**config.mk**
```make
export PLATFORM = sky130hd
export DESIGN_NAME = bmsc_cell
export DESIGN_NICKNAME = d
export VERILOG_FILES = /design/src/hdl/bmsc_pkg.sv /design/src/hdl/bmsc_mul.sv /design/src/hdl/bmsc_cell.sv
export SDC_FILE = /design/constraint.sdc
export NUM_CORES = 2
export LEC_CHECK = 0
export BUFFER_PORTS_ARGS = -buffer_cell sky130_fd_sc_hd__buf_2
export CORE_MARGIN = 5
export CORE_UTILIZATION = 56
export DETAILED_ROUTE_END_ITERATION = 7
export PLACE_DENSITY = 0.9
export SYNTH_ARGS = -nofsm -noshare
export SYNTH_HDL_FRONTEND = slang
export SYNTH_SLANG_ARGS = --single-unit
```
**constraint.sdc**
```tcl
create_clock -name i_clk -period 9.04 [get_ports i_clk]
set_input_delay 0.452 -clock i_clk [delete_from_list [all_inputs] [get_ports i_clk]]
set_output_delay 0.452 -clock i_clk [all_outputs]
set_load 0.01 [all_outputs]
```
**src/hdl/bmsc_pkg.sv**
```systemverilog
// ----------------------------------------------------------------------------
// Bowed mass-spring chain package
// Shared widths, register indexes, reset values and control structs.
// ----------------------------------------------------------------------------
package bmsc_pkg;

    localparam int POS_W      = 48;
    localparam int CELL_AW    = 56;
    localparam int TERM_W     = 56;
    localparam int MUL_BW     = 32;
    localparam int CFG_IDX_W  = 3;
    localparam int CFG_DATA_W = 32;

    localparam logic [31:0] EXP_STEP_Q32 = 32'd4034748382;
    localparam logic [9:0]  OUT_GAIN     = 10'd1000;

    localparam logic signed [POS_W-1:0] POS_MAX = {1'b0, {(POS_W-1){1'b1}}};
    localparam logic signed [POS_W-1:0] POS_MIN = {1'b1, {(POS_W-1){1'b0}}};

    localparam logic [CFG_IDX_W-1:0] REG_DAMPING_GAIN  = 3'd0;
    localparam logic [CFG_IDX_W-1:0] REG_DAMPING_SCALE = 3'd1;
    localparam logic [CFG_IDX_W-1:0] REG_SAMPLE_RATE   = 3'd2;
    localparam logic [CFG_IDX_W-1:0] REG_BOW_SCALE     = 3'd3;
    localparam logic [CFG_IDX_W-1:0] REG_BOW_SHARPNESS = 3'd4;
    localparam logic [CFG_IDX_W-1:0] REG_BOW_FLOOR     = 3'd5;

    localparam logic [31:0] RST_DAMPING_GAIN  = 32'd779131;
    localparam logic [31:0] RST_DAMPING_SCALE = 32'd4294188306;
    localparam logic [17:0] RST_SAMPLE_RATE   = 18'd44100;
    localparam logic [31:0] RST_BOW_SCALE     = 32'd1696085;
    localparam logic [15:0] RST_BOW_SHARPNESS = 16'd256;
    localparam logic [15:0] RST_BOW_FLOOR     = 16'd328;

    typedef struct packed {
        logic [31:0] damping_gain;
        logic [31:0] damping_scale;
        logic [17:0] sample_rate;
        logic [31:0] bow_scale;
        logic [15:0] bow_sharpness;
        logic [15:0] bow_floor;
    } t_cfg;

    typedef struct packed {
        logic start;
        logic commit;
    } t_step_ctl;

endpackage

```
**src/hdl/bmsc_mul.sv**
```systemverilog
// ----------------------------------------------------------------------------
// Serial rounding multiplier
// Signed operand times unsigned 32 bit gain, two gain bits per cycle, then
// rounded to nearest (ties away from zero) after a right shift by SH.
// ----------------------------------------------------------------------------
module bmsc_mul import bmsc_pkg::*; #(
    parameter int AW = 56,
    parameter int SH = 32,
    parameter int RW = 64
) (
    input  logic                 i_clk,
    input  logic                 i_rst_n,
    input  logic                 i_start,
    input  logic signed [AW-1:0] i_a,
    input  logic [MUL_BW-1:0]    i_b,
    output logic                 o_done,
    output logic signed [RW-1:0] o_res
);

    localparam int PW    = AW + MUL_BW;
    localparam int NSTEP = MUL_BW / 2;
    localparam int CW    = $clog2(NSTEP + 1);

    logic              r_run;
    logic              r_done;
    logic [CW-1:0]     r_cnt;
    logic              r_neg;
    logic [PW-1:0]     r_m;
    logic [PW-1:0]     r_m3;
    logic [MUL_BW-1:0] r_b;
    logic [PW-1:0]     r_acc;
    logic signed [RW-1:0] r_res;

    logic [AW-1:0] w_mag;
    logic [PW-1:0] w_pp;
    logic [PW:0]   w_sum;
    logic [PW:0]   w_shr;
    logic [RW-1:0] w_rnd;

    assign w_mag = i_a[AW-1] ? AW'(-i_a) : AW'(i_a);

    always_comb begin
        unique case (r_b[1:0])
            2'd0: w_pp = '0;
            2'd1: w_pp = r_m;
            2'd2: w_pp = r_m << 1;
            2'd3: w_pp = r_m3;
        endcase
    end

    assign w_sum = {1'b0, r_acc} + ({{PW{1'b0}}, 1'b1} << (SH - 1));
    assign w_shr = w_sum >> SH;
    assign w_rnd = w_shr[RW-1:0];

    always_ff @(posedge i_clk) begin
        if (!i_rst_n) begin
            r_run  <= 1'b0;
            r_done <= 1'b0;
            r_cnt  <= '0;
        end else if (i_start) begin
            r_run  <= 1'b1;
            r_done <= 1'b0;
            r_cnt  <= '0;
            r_acc  <= '0;
            r_m    <= PW'(w_mag);
            r_m3   <= (PW'(w_mag) << 1) + PW'(w_mag);
            r_b    <= i_b;
            r_neg  <= i_a[AW-1];
        end else if (r_run) begin
            if (r_cnt == CW'(NSTEP)) begin
                r_res  <= r_neg ? -$signed(w_rnd) : $signed(w_rnd);
                r_run  <= 1'b0;
                r_done <= 1'b1;
            end else begin
                r_acc <= r_acc + w_pp;
                r_m   <= r_m << 2;
                r_m3  <= r_m3 << 2;
                r_b   <= r_b >> 2;
                r_cnt <= r_cnt + 1'b1;
            end
        end else begin
            r_done <= 1'b0;
        end
    end

    assign o_done = r_done;
    assign o_res  = r_res;

endmodule

```
**src/hdl/bmsc_cell.sv**
```systemverilog
// ----------------------------------------------------------------------------
// Mass cell
// Holds one mass's current and previous displacement and computes its next
// displacement from the neighbor positions with one serial multiplier.
// ----------------------------------------------------------------------------
module bmsc_cell import bmsc_pkg::*; #(
    parameter bit HAS_RIGHT = 1'b1,
    parameter bit HAS_BOW   = 1'b0
) (
    input  logic                     i_clk,
    input  logic                     i_rst_n,
    input  t_step_ctl                i_ctl,
    input  t_cfg                     i_cfg,
    input  logic [30:0]              i_spring_gain,
    input  logic signed [POS_W-1:0]  i_left,
    input  logic signed [POS_W-1:0]  i_right,
    input  logic                     i_bow_valid,
    input  logic signed [TERM_W-1:0] i_bow_term,
    output logic signed [POS_W-1:0]  o_pos,
    output logic signed [POS_W-1:0]  o_prev,
    output logic signed [POS_W-1:0]  o_next,
    output logic                     o_done
);

    localparam logic [2:0] S_IDLE = 3'd0;
    localparam logic [2:0] S_L    = 3'd1;
    localparam logic [2:0] S_R    = 3'd2;
    localparam logic [2:0] S_D    = 3'd3;
    localparam logic [2:0] S_BOW  = 3'd4;
    localparam logic [2:0] S_ARG  = 3'd5;
    localparam logic [2:0] S_S    = 3'd6;
    localparam logic [2:0] S_DONE = 3'd7;

    logic [2:0]                r_state;
    logic signed [POS_W-1:0]   r_pos;
    logic signed [POS_W-1:0]   r_prev;
    logic signed [POS_W-1:0]   r_next;
    logic signed [CELL_AW-1:0] r_f;
    logic                      r_go;
    logic signed [CELL_AW-1:0] r_ma;
    logic [MUL_BW-1:0]         r_mb;

    logic                      w_mdone;
    logic signed [CELL_AW-1:0] w_mres;
    logic signed [CELL_AW-1:0] w_dl;
    logic signed [CELL_AW-1:0] w_dr;
    logic signed [CELL_AW-1:0] w_arg;
    logic signed [POS_W-1:0]   w_sat;

    assign w_dl  = CELL_AW'(r_pos) - CELL_AW'(i_left);
    assign w_dr  = CELL_AW'(r_pos) - CELL_AW'(i_right);
    assign w_arg = r_f + (CELL_AW'(r_pos) <<< 1) - CELL_AW'(r_prev);

    always_comb begin
        if (w_mres > CELL_AW'(POS_MAX)) begin
            w_sat = POS_MAX;
        end else if (w_mres < CELL_AW'(POS_MIN)) begin
            w_sat = POS_MIN;
        end else begin
            w_sat = w_mres[POS_W-1:0];
        end
    end

    bmsc_mul #(
        .AW (CELL_AW),
        .SH (32),
        .RW (CELL_AW)
    ) u_mul (
        .i_clk   (i_clk),
        .i_rst_n (i_rst_n),
        .i_start (r_go),
        .i_a     (r_ma),
        .i_b     (r_mb),
        .o_done  (w_mdone),
        .o_res   (w_mres)
    );

    always_ff @(posedge i_clk) begin
        if (!i_rst_n) begin
            r_state <= S_IDLE;
            r_go    <= 1'b0;
            r_pos   <= '0;
            r_prev  <= '0;
        end else begin
            r_go <= 1'b0;
            unique case (r_state)
                S_IDLE: begin
                    if (i_ctl.start) begin
                        r_go    <= 1'b1;
                        r_ma    <= w_dl;
                        r_mb    <= MUL_BW'(i_spring_gain);
                        r_state <= S_L;
                    end
                end
                S_L: begin
                    if (w_mdone) begin
                        r_f  <= -w_mres;
                        r_go <= 1'b1;
                        if (HAS_RIGHT) begin
                            r_ma    <= w_dr;
                            r_mb    <= MUL_BW'(i_spring_gain);
                            r_state <= S_R;
                        end else begin
                            r_ma    <= CELL_AW'(r_prev);
                            r_mb    <= i_cfg.damping_gain;
                            r_state <= S_D;
                        end
                    end
                end
                S_R: begin
                    if (w_mdone) begin
                        r_f     <= r_f - w_mres;
                        r_go    <= 1'b1;
                        r_ma    <= CELL_AW'(r_prev);
                        r_mb    <= i_cfg.damping_gain;
                        r_state <= S_D;
                    end
                end
                S_D: begin
                    if (w_mdone) begin
                        r_f     <= r_f + w_mres;
                        r_state <= S_BOW;
                    end
                end
                S_BOW: begin
                    if (!HAS_BOW) begin
                        r_state <= S_ARG;
                    end else if (i_bow_valid) begin
                        r_f     <= r_f + CELL_AW'(i_bow_term);
                        r_state <= S_ARG;
                    end
                end
                S_ARG: begin
                    r_go    <= 1'b1;
                    r_ma    <= w_arg;
                    r_mb    <= i_cfg.damping_scale;
                    r_state <= S_S;
                end
                S_S: begin
                    if (w_mdone) begin
                        r_next  <= w_sat;
                        r_state <= S_DONE;
                    end
                end
                S_DONE: begin
                    if (i_ctl.commit) begin
                        r_pos   <= r_next;
                        r_prev  <= r_pos;
                        r_state <= S_IDLE;
                    end
                end
            endcase
        end
    end

    assign o_pos  = r_pos;
    assign o_prev = r_prev;
    assign o_next = r_next;
    assign o_done = (r_state == S_DONE);

endmodule

```
==> results.yml <==
status:
  status: "complete, but fails checks"
  violations: "DRC"
logic_synthesis:
  yosys.area.top_type_share: 0.297
  yosys_most_used_dff: "edfxtp_1"
  async_reset_ff_frac: 0
  synth_nets: 7022
  synth_edf_count: 544
  synthesis.area_um2: 54900
  ys_types: 99
  synth.most_common_cell: "nand2_1"
  yosysTopAreaCell: "edfxtp_1"
  synth_seq_cells: 651
  ys_warn_count: 0
  syn_inst: 6263
  avgSynthCellArea_um2: 8.77
  ys_seq_area_frac: 0.336
  synth_area_leaders: "edfxtp_1 (30%), ha_1 (8.3%), xnor2_1 (5.8%)"
  ys_top_cells_by_count: "nand2_1 (642), edfxtp_1 (544), nor2_1 (527)"
die:
  num_rows: 114
  die_area_um2: 104000
  initial_utilization: 0.566
  ios: 479
  coreArea_um2: 97000
  die_x_um: 323
  die_y_um: 323
sta:
  maxSlewHeadroom: 0.0247
  drv_slew: 0
  clock_skew_ns: 0.0343
  setup_viol: 0
  worst_slew_pin_slew_ns: 1.46
  rsz0062_at_grt: "false"
  min_period_ns: 7.59
  post-route-period-util: 0.839
  max_freq_mhz: 132
  setup_tns_ns: 0
  hold_viol: 0
critical_path:
  r2r_cells: 24
  worst_setup_path_start_kind: "register"
  worst_r2r_endpoint: "r_f[54]$_DFFE_PP_"
  worstPathRequired_ns: 9.53
  path_class: "reg2reg"
  r2r-start: "u_mul.o_res[1]$_DFFE_PP_"
  critical_path.endpoint_type: "register"
  cp_max_fo: 8
  worstPathArrival_ns: 8.08
  crit_start: "u_mul.o_res[1]$_DFFE_PP_"
  r2r_slack_ns: 1.45
power:
  p_leak_nw: 24.8
  powerDensity_nw_per_um2: 269
  ir_drop_v: 0.000234
cts:
  cts_tree: "done"
  postCtsHoldBufs: 0
  htreeDepth: 3
  insertion_delay_ns: 0.67
  clk_pin_slew_ns: 0.06
  post-cts-setup-buffer-count: 0
  post_cts_resize_count: 0
  cts_root_buf: "clkbuf_16"
  cts_buffer_depth: 3
  cts.sinks: 651
  cts_inserted_buffers: 75
final_layout:
  layout-drive-gt1-share: 0.114
  nNetsFinal: 7189
  post-route-util: 0.619
  syn_to_final_growth_pct: 9.29
global_route:
  grt_pass1_wl_um: 266000
  gr-usage-all-layers: 0.322
  grt_pass1_vias: 46600
  antenna_found_initial: 2
  grt_max_degree: 210
  overflow: 0
routing:
  antenna_left: 0
  wl_per_cell_um: 22.6
  dr_total_vias: 49900
  drt_wl_total_um: 176000
  firstDrtPassIters: 8
  drtIter0Drc: 6838
  drc: 17
  avgViaCountPerCell: 6.42
min_path:
  hold_start: "i_spring_gain[14]"
  min_path_type: "in2reg"
  hold_end: "r_mb[14]$_DFFE_PP_"
  hold_path_depth: 3
job:
  drv_cap: 0
placed_design:
  io_buffers: 339
  hpwl_um: 133000
  gp_congestion: 1.03
-- metrics by stage --
step | area (µm²) | instances | hold WS, ns | setup WS [ns] | power (mW)
floorplan | 54900 | 6263 | 0.424 | 0.596 | 10.7
global placement | 57500 | 7629 | 0.487 | 1.79 | 12.4
detailed placement | 57500 | 7629 | 0.499 | 1.67 | 12.7
CTS | 60000 | 7768 | 0.0274 | 1.60 | 15.9
global route | 60000 | 7768 | 0.0567 | 1.14 | 17.0
finish | 60000 | 7770 | 0.0666 | 1.45 | 16.1
-- logic make-up after synthesis --
kind of cell    count (synthesis)  share of synthesized area
compound gates               1752                      0.213
flops                         651                      0.336
mux                           170                     0.0346
buf+inv                       752                     0.0517
simple gates                 1942                      0.168
fa+ha+maj                     425                      0.105
xor+xnor                      571                     0.0913
-- critical path, stage by stage (launching register included) --
cell       delay [ns]
edfxtp_1         0.44
inv_1            0.12
ha_1             0.24
or3b_1           0.43
or3_1            0.41
nor3_2           0.23
nand2_1          0.22
or4_1            0.53
or3_1            0.49
or3_1            0.42
nand2_1          0.11
xnor2_1          0.07
ha_1             0.40
a21o_1           0.20
a21o_1           0.18
a21o_1           0.18
a211oi_1         0.30
o21a_1           0.17
o31a_1           0.20
o31ai_1          0.18
a2111oi_0        0.70
o21bai_1         0.22
o31a_1           0.30
or4b_2           0.61
o2111ai_1        0.09
-- cell type report --
class	count	area [µm²]
inverters	468	1760
clock inverters	41	439
well taps	1276	1600
clock buffers	98	2090
diodes	2	5.00
repair buffers	374	1970
multi-input cells	4860	33700
fillers	7930	37000
flip-flops and latches	651	18500
-- metal layers --
layer,up-vias,track usage,share of wire
met4,2,0.167,0.062
met5,-,0,0.000068
met1,23600,0.436,0.39
li1,22900,-,-
met3,503,0.0802,0.12
met2,2959,0.482,0.42
-- registers in the layout, indices dropped and copies added, names as in the netlist, 32 cells and up --
name         cells
u_mul.r_acc     88
u_mul.r_m3      88
u_mul.r_m       87
r_f             56
r_ma            56
u_mul.o_res     56
o_next          48
o_pos           48
o_prev          48
r_mb            32
u_mul.r_b       32
-- where the power goes --
part	switching, mW	leakage (nW)	internal (mW)
logic	5.09	17.7	3.26
registers	0.499	5.86	4.10
clock network	1.36	1.23	1.80
total	6.95	24.8	9.17
-- cell usage in the layout, fill, tap and decap left out, drive strengths merged, types with 77 or more instances in the layout --
cell type	n
a21boi	110
a21o	222
a21oi	445
a22o	88
buf	374
clkbuf	98
dfxtp	107
edfxtp	544
ha	365
inv	469
mux2	158
nand2	642
nand3	124
nand4	77
nor2	527
nor2b	126
nor3	95
o21a	86
o21ai	304
xnor2	366
xor2	204
-- worst max path at each step --
stage	slack, ns	cells after the start	to
6_report	1.45	24	r_f[54]$_DFFE_PP_
3_5_place_dp	1.67	24	r_f[54]$_DFFE_PP_
3_3_place_gp	1.79	23	r_f[54]$_DFFE_PP_
2_1_floorplan	0.60	4	u_mul.r_acc[0]$_SDFFCE_PP0P_
5_1_grt	1.14	23	r_f[54]$_DFFE_PP_
4_1_cts	1.60	24	r_f[54]$_DFFE_PP_
Note: power is estimated with default switching activity, not from simulation.
